## config.mk

```make
export PLATFORM = sky130hd
export DESIGN_NAME = spi_flash_double_buffer_reader
export DESIGN_NICKNAME = d
export VERILOG_FILES = /design/src/rtl/core/sfdbr_pkg.sv /design/src/rtl/core/sfdbr_seq.sv /design/src/rtl/core/spi_flash_double_buffer_reader.sv
export VERILOG_INCLUDE_DIRS = /design/src /design/src/rtl/core
export SDC_FILE = /design/constraint.sdc
export NUM_CORES = 1
export LEC_CHECK = 0
export BUFFER_PORTS_ARGS = -buffer_cell sky130_fd_sc_hd__buf_4
export CAP_MARGIN = 20
export CORE_UTILIZATION = 25
export CTS_CLUSTER_SIZE = 40
export DETAILED_ROUTE_END_ITERATION = 12
export MAX_ROUTING_LAYER = met4
export PLACE_DENSITY_LB_ADDON = 0.25
export SLEW_MARGIN = 10
export SYNTH_ARGS = -nofsm -noshare
export SYNTH_HDL_FRONTEND = slang
export SYNTH_SLANG_ARGS = --single-unit
```

## constraint.sdc

```tcl
create_clock -name clk -period 13.79 [get_ports clk]
set_input_delay 0 -clock clk [delete_from_list [all_inputs] [get_ports clk]]
set_output_delay 0 -clock clk [all_outputs]
set_load 0.01 [all_outputs]
```

## src/rtl/core/spi_flash_double_buffer_reader_assert.svh

```systemverilog
// Assertion macros for the SPI flash double buffer reader.
// Depends on nothing; included by files that carry concurrent assertions.
`ifndef SPI_FLASH_DOUBLE_BUFFER_READER_ASSERT_SVH
`define SPI_FLASH_DOUBLE_BUFFER_READER_ASSERT_SVH

// The consequent must hold in the same cycle as the antecedent.
`define SFDBR_ASSERT_SAME(label, clk, rst_n, ante, cons) \
  label: assert property (@(posedge clk) disable iff (!rst_n) (ante) |-> (cons)) \
    else $error("sfdbr same-cycle check failed");

// The consequent must hold in the cycle after the antecedent.
`define SFDBR_ASSERT_NEXT(label, clk, rst_n, ante, cons) \
  label: assert property (@(posedge clk) disable iff (!rst_n) (ante) |=> (cons)) \
    else $error("sfdbr next-cycle check failed");

`endif

```

## src/rtl/core/sfdbr_pkg.sv

```systemverilog
// Package for the SPI flash double buffer reader: request types, slot type,
// phase encoding and function codes. Depends on nothing.
package sfdbr_pkg;

  localparam logic [1:0] FUNC_START = 2'd0;
  localparam logic [1:0] FUNC_FILL  = 2'd1;
  localparam logic [1:0] FUNC_BYTE  = 2'd2;

  localparam logic [7:0] READ_CMD_RESET = 8'd3;
  localparam logic [7:0] TX_ZERO        = 8'h00;

  typedef enum logic [1:0] {
    PH_IDLE = 2'd0,
    PH_ADDR = 2'd1,
    PH_TURN = 2'd2,
    PH_DATA = 2'd3
  } phase_t;

  typedef struct packed {
    logic [1:0]  func;
    logic [23:0] flash_addr;
    logic [23:0] byte_count;
    logic [7:0]  rx_byte;
    logic        ring_has_space;
  } in_item_t;

  typedef struct packed {
    logic       tx_valid;
    logic [7:0] tx_byte;
    logic       open_link;
    logic       close_link;
    logic       data_valid;
    logic [7:0] data_byte;
    logic       buffer_done;
    logic       pending_free;
  } out_item_t;

  typedef struct packed {
    logic        busy;
    logic [23:0] addr;
    logic [23:0] remaining;
  } slot_t;

endpackage

```

## src/rtl/core/sfdbr_seq.sv

```systemverilog
// Read sequencer state and per-request update logic for the SPI flash reader.
// Depends on sfdbr_pkg.
module sfdbr_seq import sfdbr_pkg::*; #(
  parameter int ADDR_BYTES = 3
) (
  input  logic       clk,
  input  logic       rst_n,
  input  logic       step_en,
  input  in_item_t   item,
  input  logic [7:0] read_command,
  output out_item_t  res
);

  localparam logic [1:0] LAST_IDX = 2'(ADDR_BYTES - 1);

  logic       act_r, act_nxt;
  slot_t      slot0_r, slot0_nxt;
  slot_t      slot1_r, slot1_nxt;
  phase_t     phase_r, phase_nxt;
  logic [1:0] idx_r, idx_nxt;

  slot_t       s_act, s_idle;
  logic        swap;
  logic [31:0] addr_ext;
  logic [1:0]  sel;
  logic        finish;

  assign addr_ext = {8'h00, s_act.addr};
  assign sel      = LAST_IDX - idx_r;

  always_comb begin
    s_act     = act_r ? slot1_r : slot0_r;
    s_idle    = act_r ? slot0_r : slot1_r;
    swap      = 1'b0;
    finish    = 1'b0;
    phase_nxt = phase_r;
    idx_nxt   = idx_r;
    res       = '0;
    case (item.func)
      FUNC_START: begin
        res.close_link = (phase_r != PH_IDLE);
        s_act  = '0;
        s_idle = '0;
        swap   = !act_r;
      end
      FUNC_FILL: begin
        s_idle.busy      = 1'b1;
        s_idle.addr      = item.flash_addr;
        s_idle.remaining = item.byte_count;
      end
      FUNC_BYTE: begin
        case (phase_r)
          PH_ADDR: begin
            res.tx_valid = 1'b1;
            res.tx_byte  = addr_ext[{sel, 3'b000} +: 8];
            if (idx_r >= LAST_IDX) begin
              phase_nxt = PH_TURN;
              idx_nxt   = 2'd0;
            end else begin
              idx_nxt = idx_r + 2'd1;
            end
          end
          PH_TURN: begin
            phase_nxt = PH_DATA;
            finish    = 1'b1;
          end
          PH_DATA: begin
            res.data_valid = 1'b1;
            res.data_byte  = item.rx_byte;
            if (s_act.remaining != 24'd0) begin
              s_act.remaining = s_act.remaining - 24'd1;
            end
            finish = 1'b1;
          end
          default: begin
          end
        endcase
        if (finish) begin
          if ((s_act.remaining != 24'd0) && item.ring_has_space) begin
            res.tx_valid = 1'b1;
            res.tx_byte  = TX_ZERO;
          end else begin
            res.close_link  = 1'b1;
            res.buffer_done = s_act.busy;
            s_act = '0;
            swap  = 1'b1;
          end
        end
      end
      default: begin
      end
    endcase
    if ((item.func == FUNC_START) || swap) begin
      phase_nxt     = PH_ADDR;
      idx_nxt       = 2'd0;
      res.open_link = 1'b1;
      res.tx_valid  = 1'b1;
      res.tx_byte   = read_command;
    end
    act_nxt   = act_r ^ swap;
    slot0_nxt = act_r ? s_idle : s_act;
    slot1_nxt = act_r ? s_act : s_idle;
    res.pending_free = swap ? !s_act.busy : !s_idle.busy;
  end

  always_ff @(posedge clk) begin
    if (!rst_n) begin
      act_r   <= 1'b0;
      slot0_r <= '0;
      slot1_r <= '0;
      phase_r <= PH_IDLE;
      idx_r   <= 2'd0;
    end else if (step_en) begin
      act_r   <= act_nxt;
      slot0_r <= slot0_nxt;
      slot1_r <= slot1_nxt;
      phase_r <= phase_nxt;
      idx_r   <= idx_nxt;
    end
  end

endmodule

```

## src/rtl/core/spi_flash_double_buffer_reader.sv

```systemverilog
// SPI flash double buffer reader: one result per request. A request taken at
// a clock edge is held in the input register and the result register loads from
// it when the output is not stalled; out_valid is driven by the result register.
// Throughput is one request per cycle unless out_stall holds the output.
// Synchronous active-low reset empties both slots, sets the idle phase and
// loads the read command register with 3. Depends on sfdbr_pkg and sfdbr_seq.
module spi_flash_double_buffer_reader import sfdbr_pkg::*; #(
  parameter int ADDR_BYTES = 3
) (
  input  logic       clk,
  input  logic       rst_n,
  input  logic       in_valid,
  output logic       in_stall,
  input  in_item_t   in_data,
  output logic       out_valid,
  input  logic       out_stall,
  output out_item_t  out_data,
  input  logic       cfg_valid,
  output logic       cfg_ready,
  input  logic [7:0] cfg_data
);

  logic       in_vld_r;
  in_item_t   in_item_r;
  logic       out_vld_r;
  out_item_t  out_item_r;
  logic [7:0] read_cmd_r;
  logic       adv;
  out_item_t  res;

  assign adv       = in_vld_r && (!out_vld_r || !out_stall);
  assign in_stall  = in_vld_r && out_vld_r && out_stall;
  assign out_valid = out_vld_r;
  assign out_data  = out_item_r;
  assign cfg_ready = 1'b1;

  sfdbr_seq #(
    .ADDR_BYTES(ADDR_BYTES)
  ) u_seq (
    .clk         (clk),
    .rst_n       (rst_n),
    .step_en     (adv),
    .item        (in_item_r),
    .read_command(read_cmd_r),
    .res         (res)
  );

  always_ff @(posedge clk) begin
    if (!rst_n) begin
      in_vld_r   <= 1'b0;
      out_vld_r  <= 1'b0;
      read_cmd_r <= READ_CMD_RESET;
    end else begin
      if (!in_stall) begin
        in_vld_r <= in_valid;
      end
      if (adv) begin
        out_vld_r <= 1'b1;
      end else if (!out_stall) begin
        out_vld_r <= 1'b0;
      end
      if (cfg_valid && cfg_ready) begin
        read_cmd_r <= cfg_data;
      end
    end
  end

  always_ff @(posedge clk) begin
    if (!in_stall && in_valid) begin
      in_item_r <= in_data;
    end
    if (adv) begin
      out_item_r <= res;
    end
  end

`include "spi_flash_double_buffer_reader_assert.svh"

  `SFDBR_ASSERT_SAME(a_close_reopens, clk, rst_n, out_vld_r && out_item_r.close_link, out_item_r.open_link)
  `SFDBR_ASSERT_SAME(a_done_closes, clk, rst_n, out_vld_r && out_item_r.buffer_done, out_item_r.close_link)
  `SFDBR_ASSERT_SAME(a_open_sends, clk, rst_n, out_vld_r && out_item_r.open_link, out_item_r.tx_valid)
  `SFDBR_ASSERT_NEXT(a_stall_holds_stage, clk, rst_n, in_stall, in_vld_r)

endmodule
```

# Word level (Yosys, flattened, before mapping)
# Cells that the tools add are included.
# op_classes
div	0
add_sub_neg	3
n_mux	34
n_eq_ne	7
n_shift	1
n_lt_le_gt_ge	1
n_mul	0
bitwise_logic	3
reduce_logical	25
# ops
operator	count
$mux 49	6
$pmux 49 s2	2
$mux 24	3
$mux 9	6
$reduce_bool 24->1	2
$shiftx 32x6->8	1
$sub 24x1->24 const B	1
$mux 2	7
$mux 1	7
$eq 2x2->1 const B	3
$logic_not 1->1	6
$reduce_bool 2->1	3
$logic_and 1x1->1	5
$eq 2x1->1 const B	2
$pmux 1 s2	2
$pmux 2 s2	1
$reduce_and 4->1	1
$ne 3x1->1 const B	1
$reduce_and 3->1	1
$reduce_bool 3->1	1
$reduce_or 3->1	1
$add 2x1->2 const B	1
$ge 2x2->1 const B	1
$logic_not 2->1	1
other kinds (7)	9
# word_totals
mem_bits_ro	0
latch_bits	0
n_memories	0
input_bits	72
ram_bits	0
out_inout_bits	25
word_cells	99
reg_bits	194

# Depth between registers and ports, before layout
# Gate-level depths: netlist (run 1).
# depth
word_depth	16
depth_mapped	26
ltp_nobuf	15

# Hierarchy
# Synthesis (run 1) repeated with hierarchy kept, for this count alone.
# unflattened
cells_unflattened	936
area_unflattened_um2	9754.4
# by_module_without_submodules
mod	area_each_um2	n_inst	seq_area_each_um2	cells_each
sfdbr_seq	6930.4	1	2062.0	819
spi_flash_double_buffer_reader	2824.0	1	2632.5	117

# Worst setup path before layout (run 1)
# Ideal clock, no wire load.
# synth_path
kind	reg2reg
startpoint	register u_seq.act_r
endpoint	register out_item_r, in the netlist out_data[19] (data pin)
arrival_time_ps	6384
setup_slack_ps	7150
n_path_buf	11
synth_period_minus_slack_ps	6640
setup_ps	256
path_stages_with_launch	26
required_time_ps	13534
path_cell_list	dfxtp_1 > buf_2 > buf_2 > buf_2 > buf_1 > buf_2 > buf_1 > buf_2 > clkbuf_1 > buf_1 > clkbuf_1 > mux2i_1 > ha_1 > nor4bb_1 > o21a_1 > nand3_1 > or3_1 > a2111oi_4 > nand3b_1 > or4_4 > nand2_4 > nand2_4 > inv_4 > buf_4 > o21ai_1 > a22o_1
# synth_lines
element	line_no	text
start: declaration	sfdbr_seq.sv:16	logic act_r, act_nxt;
start signal: assignment	sfdbr_seq.sv:114	act_r <= act_nxt;
end signal: assignment	spi_flash_double_buffer_reader.sv:73	out_item_r <= res;
end: declaration	spi_flash_double_buffer_reader.sv:26	out_item_t out_item_r;

# Worst setup path after layout (run 1)
# layout_path
startpoint	register u_seq.act_r
endpoint	register u_seq.slot1_r[33] (netlist bit)
# layout_via
elab_chain_cells	11
elab_cells_between_ends	14
cone_classes	add/sub (1); mux (10); reduce/logical (3)
# layout_lines
element	line_no	text
$mux 49	sfdbr_seq.sv:32	s_act = act_r ? slot1_r : slot0_r;
$sub 24x1->24 or $reduce_bool 24->1 (tied branches)	sfdbr_seq.sv:71, sfdbr_seq.sv:70	
$mux 24	sfdbr_seq.sv:70	if (s_act.remaining != 24'd0) begin
$mux 24	sfdbr_seq.sv:52	case (phase_r)
$mux 24	sfdbr_seq.sv:39	case (item.func)
$reduce_bool 24->1	sfdbr_seq.sv:79	if ((s_act.remaining != 24'd0) && item.ring_has_space) begin
$logic_and 1x1->1	sfdbr_seq.sv:79	
$mux 49	sfdbr_seq.sv:79	
$mux 49	sfdbr_seq.sv:78	if (finish) begin
$pmux 49 s2	sfdbr_seq.sv:39	
$mux 49 *	sfdbr_seq.sv:102	slot1_nxt = act_r ? s_act : s_idle;
end signal: assignment	sfdbr_seq.sv:116	slot1_r <= slot1_nxt;
end: declaration	sfdbr_seq.sv:18	slot_t slot1_r, slot1_nxt;
# Mark *: on every way between the ends. The rest lies on a longest branch, timed or not. The select of a mux whose other input is x is not followed.
# A chain may end at the register's enable or synchronous reset.

==> out/results.ini, run 1 <==
[logic_synthesis]
synth-edff-count = 81
ys.flop_type = dfxtp_1
yosys_warnings = 0
syn_nets = 1162
ys_ff_latch = 194
syn_area_mm2 = 0.01037
synth-async-reset-ratio_pct = 0
seq_area_frac_synth_pct = 45.26
ys_types = 81
netlist_instances = 1081
avgSynthCellArea_um2 = 9.595

[clocking]
cts_tree = done
cts_inserted_buffers = 17
postCtsSetupBuffers = 0
cts_sinks = 194
cts_root_buffer = clkbuf_16
ctsHoldBuffers = 78
post_cts_resized = 0
clk_pin_slew_ps = 80
htree_levels = 4
clk_path_buf_depth = 2
clk_latency_ps = 470

[route]
vias_per_cell = 5.113
routed_wl_um = 32190
wl_per_cell_um = 18.42
ant_nets = 0
drt_iter0_markers = 673
post-route-drc-count = 0
vias = 8932
first_pass_iters = 6

[sta]
worst_pin_slew_ps = 1080
finalSetupViolCount = 0
fmax_mhz = 166.2
hold_viol_final = 0
finalCritPeriodShare_pct = 43.63
period_needed_ps = 6017
slew_headroom_pct = 27.81
drv_slew = 0
grt_setup_unrepaired = no
finClkSkew_ps = 18.44
setup-tns-final_ps = 0

[floorplan]
dieArea_mm2 = 0.04231
ioPinCount = 97
rows = 74
die_w_um = 205.7
coreArea_mm2 = 0.04083
start_util_pct = 25.40
die_h_um = 205.7

[power_and_ir_drop]
p_leak_nw = 4.409
power_density_mw_per_mm2 = 103.0
vdd_drop_max_mv = 0.07387

[setup_path]
crit_arrival_ps = 6370
crit_start = u_seq.act_r$_SDFFE_PN0P_
crit_path_end_kind = register
critPathCapture = u_seq.slot1_r[33]$_SDFFE_PN0P_
required_ps = 14140
worstReg2RegStart = u_seq.act_r$_SDFFE_PN0P_
rrSetupSlack_ps = 7770
reg2reg_depth = 16
r2r_end = u_seq.slot1_r[33]$_SDFFE_PN0P_
cp-start-kind = register
crit_fanout = 146
crit_type = register to register

[placed_design]
io_buffer_count = 95
gp_congestion = 0.8568
dpl_cell_area_mm2 = 0.01151
dp_hpwl_um = 20690

[global_route]
gr-total-overflow = 0
antenna_found_initial = 0
grt_max_degree = 147
grt_util_all_layers_pct = 15.68
grt_pass1_vias = 8314
grt_pass1_wl_um = 49230

[hold_path]
worstHoldPathType = input port to register
min_from = rst_n

[layout]
area_delta_synth_final_pct = 24.42
fin_area_mm2 = 0.01290
fin_nets = 1283
antenna_cells = 0
layout-drive-gt1-share_pct = 14.73

[outcome]
status = complete, no violations

[flow_run]
maxCapViolCount = 0

-- where the power goes --
group	total [mW]	internal (mW)	leakage (nW)	switching, mW
sequential	0.635	0.620	1.70	0.0156
combinational	0.175	0.0742	2.42	0.101
clock	0.519	0.248	0.293	0.271
total	1.33	0.942	4.41	0.388
-- critical path, cell delays in order (launching register included) --
cell,delay (ps)
dfxtp_4,760
buf_12,630
mux2i_1,360
ha_1,270
nor4bb_1,510
o21a_1,320
nand3_1,320
nor4_1,480
xor2_1,290
nand4_1,190
or4_4,590
nand2_4,230
nand2_4,100
inv_4,200
o21ai_4,260
a22oi_1,300
nor2b_1,70
-- metrics by stage --
step / utilization (%) / hold slack (ps) / setup slack (ps) / power [mW] / std cells
final: 31.61 / 99.76 / 7773 / 1.330 / 1747
after global routing: 31.61 / 145.9 / 7254 / 1.387 / 1747
after CTS: 31.61 / 71.85 / 7774 / 1.348 / 1747
after detailed placement: 28.20 / 179.6 / 7793 / 0.8056 / 1637
after global placement: 28.20 / 178.8 / 7960 / 0.8050 / 1637
after floorplan: - / 98.87 / 7150 / 0.7463 / 1081
-- worst min path at each step --
stage	to	slack [ps]	cells after the start
after floorplan	in_item_r[0]$_DFFE_PP_	100	0
after global placement	in_item_r[50]$_DFFE_PP_	180	1
after detailed placement	in_item_r[13]$_DFFE_PP_	180	1
after CTS	read_cmd_r[1]$_SDFFE_PN1P_	70	2
after global routing	read_cmd_r[1]$_SDFFE_PN1P_	150	2
final	read_cmd_r[1]$_SDFFE_PN1P_	100	2
-- metal layers --
metal | vias to the layer above | part of all wire [%] | GRT usage (%) | wire length (um)
met5 | - | 0 | - | 0
met4 | 0 | 1.4 | 4.762 | 446
met3 | 26 | 4.4 | 2.138 | 1415
met2 | 208 | 44 | 22.49 | 14070
met1 | 4357 | 51 | 22.55 | 16260
li1 | 4341 | - | - | -
-- placed cells by master (no fill, tap or decap), drive strengths merged, types with 6 or more instances in the layout --
cell type,instances
clkinv,7
a21o,8
nand3,10
o21ai,84
nand2,139
dlygate4sd3,78
a21oi,52
clkbuf,17
o211ai,9
o31ai,7
and2,15
a221o,11
edfxtp,81
nand4,7
buf,106
or3,7
mux2i,63
nor4,10
xnor2,6
nor2,42
a221oi,8
mux4,6
a31oi,18
mux2,11
inv,28
dfxtp,113
a211oi,9
a22o,28
nor2b,60
nor3,22
a22oi,29
a32oi,27
o311a,7
ha,9
or4,10
-- Yosys cell counts, types with 8 or more instances --
cell type | count | area share [%]
a21oi_1 | 52 | 2.5
and2_1 | 15 | 0.90
ha_1 | 9 | 1.1
nor3_1 | 22 | 1.1
a31oi_1 | 18 | 1.1
a211oi_1 | 8 | 0.58
dfxtp_1 | 113 | 22
clkbuf_1 | 55 | 2.0
a221oi_1 | 8 | 0.68
a21o_1 | 8 | 0.58
o21ai_0 | 79 | 3.8
mux2i_1 | 63 | 6.1
buf_2 | 14 | 0.68
mux2_2 | 11 | 1.2
a22o_1 | 28 | 2.4
inv_1 | 18 | 0.65
nor4_1 | 10 | 0.60
buf_1 | 8 | 0.29
edfxtp_1 | 81 | 23
o211ai_1 | 8 | 0.58
nor2_1 | 42 | 1.5
nand3_1 | 10 | 0.48
a32oi_1 | 27 | 2.3
nor2b_1 | 60 | 3.6
a221o_1 | 11 | 1.1
a22oi_1 | 29 | 2.1
nand2_1 | 137 | 5.0
or4_1 | 8 | 0.58
-- state kept, by name, indices dropped and copies added (netlist names) --
signal and cells:
u_seq.act_r 1, in_item_r 59, read_cmd_r 8, u_seq.slot0_r 49, out_data 22, u_seq.idx_r 2
u_seq.phase_r 2, out_valid 1, u_seq.slot1_r 49, in_vld_r 1
-- kinds of logic (layout without fill, tap and decap cells) --
| logic type | after synthesis | count (layout) | share of synthesized area (%) |
|---|---|---|---|
| XOR/XNOR | 10 | 10 | 0.8444 |
| other | 1 | 1 | 0.03615 |
| AND/OR/NAND/NOR | 353 | 353 | 17.47 |
| AO/OA/AOI/OAI | 331 | 331 | 22.56 |
| multiplexers | 80 | 80 | 8.577 |
| flip-flops | 194 | 194 | 45.26 |
| buffers and inverters | 103 | 237 | 4.174 |
| adder cells (fa/ha/maj) | 9 | 9 | 1.086 |
-- final cells by class --
class	count	area, um^2
Fill cell	4266	27930
Multi-Input combinational cell	784	5260
Sequential cell	194	4698
Timing Repair Buffer	184	1589
Tap cell	532	665.6
Clock buffer	17	425.4
Clock inverter	15	185.2
Inverter	21	81.33
No activity file was read; power rests on OpenSTA's default activity.
==> run 2, diff against run 1 <==
Clock period 13.79 ns to 5.8 ns, I/O delays scaled along.
==> run 2 against run 1 <==
Via count rose by 0.29%. Clock-buffer cell count rose by 1. Sequential cell count did not move. Core utilization rose by 0.13 points. Cell count rose by 0.57%. Critical path type unchanged. Critical endpoint is now out_data[1]$_SDFFCE_PP0P_. Largest power group unchanged.
==> out/results.ini, run 2 (same netlist as run 1, synthesis figures left out) <==
[global_route]
grt_util_all_layers_pct = 16.15  ; +0.48 points
grt_pass1_wl_um = 50600  ; +2.8%
grt_max_degree = 89  ; -39%
antenna_found_initial = 0  ; unchanged
gr-total-overflow = 0  ; unchanged
grt_pass1_vias = 8464  ; +1.8%

[power_and_ir_drop]
power_mw = 3.129  ; +140%
p_leak_nw = 4.457  ; +1.1%
power_density_mw_per_mm2 = 241.5  ; +130%
vdd_drop_max_mv = 0.1437  ; +94%

[hold_path]
worstHoldPathType = input port to register

[route]
vias = 8958  ; +0.29%
wl_per_cell_um = 18.70  ; +1.5%
routed_wl_um = 32860  ; +2.1%
ant_nets = 0  ; unchanged
first_pass_iters = 8  ; +2
post-route-drc-count = 0  ; unchanged
vias_per_cell = 5.098  ; -0.28%
drt_iter0_markers = 689  ; +2.4%

[floorplan]
coreArea_mm2 = 0.04083  ; unchanged
ioPinCount = 97  ; unchanged
die_h_um = 205.7  ; unchanged
start_util_pct = 25.40  ; unchanged
rows = 74  ; unchanged
die_w_um = 205.7  ; unchanged
dieArea_mm2 = 0.04231  ; unchanged

[setup_path]
crit_fanout = 59  ; -60%
path_cells = mux2i_1 > ha_1 > nor4bb_2 > o21a_1 > nand3_1 > or3_1 > a2111oi_4 > nand4_1 > o31ai_1 > o21ai_1 > nor4_1
crit_type = register to register
slowest_stage = dfxtp_4
slowest_delay_ps = 780  ; +20 ps
required_ps = 5990  ; -8150 ps
crit_path_end_kind = register
crit_arrival_ps = 5430  ; -940 ps
cp-start-kind = register

[clocking]
cts_tree = done
cts_sinks = 194  ; unchanged
clk_path_buf_depth = 2  ; unchanged
htree_levels = 4  ; unchanged
cts_root_buffer = clkbuf_16
clk_latency_ps = 460  ; about the same
clk_pin_slew_ps = 80  ; about the same
cts_inserted_buffers = 17  ; unchanged

[layout]
fin_nets = 1293  ; +0.78%
largest_reg_flops = 59  ; unchanged
fin_util_pct = 31.73  ; +0.13 points
regMostFlops = in_item_r
reg_top3 = in_item_r: 59 flops, u_seq.slot0_r: 49 flops, u_seq.slot1_r: 49 flops
mostFrequentLayoutCell = nand2_1
area_delta_synth_final_pct = 24.91
antenna_cells = 0  ; unchanged
final_cell_mix = nand2_1, buf_4, dfxtp_1
layout-drive-gt1-share_pct = 15.67  ; +0.94 points

[sta]
slew_headroom_pct = 36.07  ; +8.3 points
grt_setup_unrepaired = no
finClkSkew_ps = 19.34  ; +0.8962 ps
hold_viol_final = 0  ; unchanged
finalCritPeriodShare_pct = 90.36  ; +47 points
drv_slew = 0  ; unchanged
worst_pin_slew_ps = 951.7  ; -128.6 ps
setup-tns-final_ps = 0  ; unchanged
period_needed_ps = 5241  ; -776.1 ps
fin_ws_ps = 559.0  ; -7214 ps
fmax_mhz = 190.8  ; +15%
finalSetupViolCount = 0  ; unchanged

[outcome]
status = complete, no violations

[placed_design]
io_buffer_count = 95  ; unchanged
pre_cts_slack_ps = 633.0  ; -7160 ps
dp_hpwl_um = 21950  ; +6.1%
gp_congestion = 0.8995  ; +5.0%

[flow_run]
maxCapViolCount = 0  ; unchanged

## run 2: cell count changes in the layout (fill, tap and decap cells not counted), moves of 2 or more
| cell | before | now |
|---|---|---|
| inv_6 | 3 | 5 |
| inv_12 | 2 | 0 |
| clkinv_2 | 0 | 2 |
| clkinv_8 | 5 | 3 |
| buf_4 | 105 | 116 |
## run 2: where the power goes
part / total [mW] / leakage (nW) / switching (mW) / internal (mW)
combinational: 0.427 / 2.47 / 0.246 / 0.181
sequential: 1.51 / 1.70 / 0.0395 / 1.47
clock: 1.19 / 0.288 / 0.605 / 0.584
total: 3.13 / 4.46 / 0.891 / 2.24
## run 2: final timing paths
| path | from | to | slack, ps | depth (start not counted) |
|---|---|---|---|---|
| worst max-delay path | u_seq.act_r$_SDFFE_PN0P_ | out_data[1]$_SDFFCE_PP0P_ | 560 | 11 |
| worst min-delay path | rst_n | in_vld_r$_SDFFE_PN0N_ | 130 | 2 |
| worst max register to register | u_seq.act_r$_SDFFE_PN0P_ | out_data[1]$_SDFFCE_PP0P_ | 560 | 11 |
| worst min register to register | u_seq.slot0_r[4]$_SDFFE_PN0P_ | u_seq.slot0_r[4]$_SDFFE_PN0P_ | 500 | 2 |
## run 2: area by class of cell
type / instances / area (um^2)
Clock buffer: 18 / 439.2
Clock inverter: 14 / 142.6
Fill cell: 4155 / 27880
Inverter: 21 / 81.33
Multi-Input combinational cell: 784 / 5273
Sequential cell: 194 / 4698
Tap cell: 532 / 665.6
Timing Repair Buffer: 194 / 1657
## run 2: through the flow
step / hold slack (ps) / area, um^2 / cells
2_1_floorplan: 98.87 / 10400 / 1081
3_3_place_gp: 178.0 / 11590 / 1647
3_5_place_dp: 179.5 / 11590 / 1647
4_1_cts: 92.08 / 12940 / 1756
5_1_grt: 137.3 / 12960 / 1757
6_report: 130.4 / 12960 / 1757
## run 2: what timing repair did
item                                   4_1_cts  5_1_grt
endpoints found under the hold margin       69        0
resized for setup                            0        0
hold buffers                                77        0
buffers inserted                             0        0
## run 2: routing by layer
layer,wire length (um),GRT usage (%),up-vias
met3,1418,2.518,28
met4,478,4.868,0
met5,0,-,-
met1,16590,23.09,4323
li1,-,-,4375
met2,14380,23.15,232
## run 2: critical path: cells and delay by family (launching register included)
family          cells  cell delay (ps)
fa+ha+maj           1              280
simple gates        5             1920
flops               1              780
mux                 1              370
compound gates      4             1610
==> run 3, diff against run 2 <==
Clock period 5.8 ns to 5 ns, I/O delays scaled along.
==> run 3 against run 2 <==
Worst setup slack lost 250 ps. Sequential share of layout area shrank 0.45 points. Non-clock buffer count grew 10. Critical path type unchanged. Clock skew shrank 5.1 ps. Critical endpoint is now u_seq.slot1_r[34]$_SDFFE_PN0P_. First-iteration DRC count grew 13%. Design area grew 1.3%. Largest cell class unchanged.
==> out/results.ini, run 3 (same netlist as run 1, synthesis figures left out) <==
[sta]
finClkSkew_ps = 14.26  ; -5.076 ps
grt_setup_unrepaired = no
slew_headroom_pct = 39.37  ; +3.3 points
setup-tns-final_ps = 0  ; unchanged
finalSetupViolCount = 0  ; unchanged
hold_viol_final = 0  ; unchanged
finalCritPeriodShare_pct = 93.88  ; +3.5 points
worst_pin_slew_ps = 902.5  ; -49.21 ps
fmax_mhz = 213.0  ; +12%
period_needed_ps = 4694  ; -546.9 ps
drv_slew = 0  ; unchanged

[route]
post-route-drc-count = 0  ; unchanged
first_pass_iters = 5  ; -3
ant_nets = 0  ; unchanged
vias = 9087  ; +1.4%
routed_wl_um = 33370  ; +1.5%
vias_per_cell = 5.143  ; +0.87%
wl_per_cell_um = 18.89  ; +0.97%
drt_iter0_markers = 781  ; +13%

[setup_path]
r2r_end = u_seq.slot1_r[34]$_SDFFE_PN0P_
crit_path_end_kind = register
rrSetupSlack_ps = 310  ; -250 ps
crit_fanout = 25  ; -58%
crit_arrival_ps = 5040  ; -390 ps
cp-start-kind = register
reg2reg_depth = 16  ; +5
crit_type = register to register
worstReg2RegStart = u_seq.act_r$_SDFFE_PN0P_
required_ps = 5350  ; -640 ps
crit_start = u_seq.act_r$_SDFFE_PN0P_
critPathCapture = u_seq.slot1_r[34]$_SDFFE_PN0P_

[power_and_ir_drop]
clockPowerShare_pct = 38.3  ; +0.3 points
power_mw = 3.672  ; +17%
switching_power_mw = 1.072  ; +20%
p_seq_share_pct = 47.7  ; -0.7 points
swShare_pct = 29.19  ; +0.73 points
vdd_drop_max_mv = 0.1762  ; +23%
pwr-share-comb_pct = 14.0  ; +0.4 points
intPower_mw = 2.600  ; +16%
p_leak_nw = 4.532  ; +1.7%
power_density_mw_per_mm2 = 279.9  ; +16%

[global_route]
gr-total-overflow = 0  ; unchanged
grt_util_all_layers_pct = 16.22  ; +0.070 points
grt_pass1_vias = 8512  ; +0.57%
grt_max_degree = 89  ; unchanged
grt_pass1_wl_um = 50910  ; +0.61%
antenna_found_initial = 0  ; unchanged

[placed_design]
dpl_cell_area_mm2 = 0.01171  ; +1.0%
dp_hpwl_um = 22060  ; +0.50%
gp_congestion = 0.8785  ; -2.3%
io_buffer_count = 95  ; unchanged

[floorplan]
coreArea_mm2 = 0.04083  ; unchanged
start_util_pct = 25.40  ; unchanged
ioPinCount = 97  ; unchanged
die_h_um = 205.7  ; unchanged
dieArea_mm2 = 0.04231  ; unchanged
rows = 74  ; unchanged
die_w_um = 205.7  ; unchanged

[layout]
fin_area_mm2 = 0.01312  ; +1.3%
reg_top3 = in_item_r: 59 flops, u_seq.slot0_r: 49 flops, u_seq.slot1_r: 49 flops
fin_nets = 1303  ; +0.77%
regMostFlops = in_item_r
mostFrequentLayoutCell = nand2_1
area_delta_synth_final_pct = 26.49
n_fill_cell = 4261  ; +2.6%
layout-drive-gt1-share_pct = 16.60  ; +0.93 points
antenna_cells = 0  ; unchanged
final_cell_mix = nand2_1, buf_4, dfxtp_1
largest_reg_flops = 59  ; unchanged

[clocking]
clk_latency_ps = 460  ; about the same
cts_root_buffer = clkbuf_16
clk_path_buf_depth = 2  ; unchanged
cts_inserted_buffers = 17  ; unchanged
clk_pin_slew_ps = 80  ; about the same
cts_sinks = 194  ; unchanged
cts_tree = done
htree_levels = 4  ; unchanged

[hold_path]
worstHoldPathType = input port to register

[outcome]
status = complete, no violations

[flow_run]
maxCapViolCount = 0  ; unchanged

## run 3: timing repair
item,4_1_cts,5_1_grt
resized for setup,0,0
setup endpoints to repair,0,48
setup buffers,0,1
hold endpoints to repair,69,0
hold buffers,78,0
## run 3: power by group through the flow
stage                     Combinational [mW]  Sequential, mW  Clock (mW)
final                                  0.512            1.75        1.41
after global routing                   0.559            1.76        1.51
after CTS                              0.507            1.75        1.45
after detailed placement               0.454            1.79           0
after global placement                 0.452            1.79           0
after floorplan                        0.293            1.78           0
## run 3: critical path, cell delays in order, from the launching register on
cell and delay, ps:
dfxtp_4 570, mux2i_1 350, ha_2 280, nor4bb_4 230, o21a_1 340, nand3_2 120
buf_4 190, or3_1 400, xnor2_1 300, nand4_1 230, or4_4 610, nand2_4 110
nand2_4 70, inv_6 170, o21ai_4 240, a22oi_1 280, nor2b_1 70
## run 3: layout make-up
type	instances	area, um^2	area share, %
clock buffer	17	425.4	3.242
tap	532	665.6	5.073
sequential	194	4698	35.81
multi-input combinational	784	5306	40.44
clock inverter	15	161.4	1.230
inverter	21	83.83	0.6389
timing repair buffer	204	1779	13.56
## run 3: worst min-delay path by stage
stage	start	end	cells past startpoint
2_1_floorplan	in_data[0]	in_item_r[0]$_DFFE_PP_	0
3_3_place_gp	in_data[50]	in_item_r[50]$_DFFE_PP_	1
3_5_place_dp	in_data[19]	in_item_r[19]$_DFFE_PP_	1
4_1_cts	rst_n	read_cmd_r[0]$_SDFFE_PN1P_	2
5_1_grt	rst_n	read_cmd_r[0]$_SDFFE_PN1P_	2
6_report	rst_n	read_cmd_r[0]$_SDFFE_PN1P_	2
## run 3: metrics by stage
stage               std cells  setup slack [ps]  utilization [%]  hold WS, ps
global route             1767             72.56            32.13        149.7
global placement         1655             178.7            28.68        178.9
detailed placement       1655             205.8            28.68        179.5
CTS                      1765             190.8            32.03        82.92
floorplan                1081             18.71                -        98.87
finish                   1767             305.9            32.13        123.8
## run 3: routing by layer
layer	GRT usage, %	routed length [um]	part of all wire [%]	vias to the layer above
met4	5.344	607	1.8	0
met1	23.41	16530	50	4397
met2	23.06	14530	44	290
met5	-	0	0	-
met3	2.138	1701	5.1	31
li1	-	-	-	4369
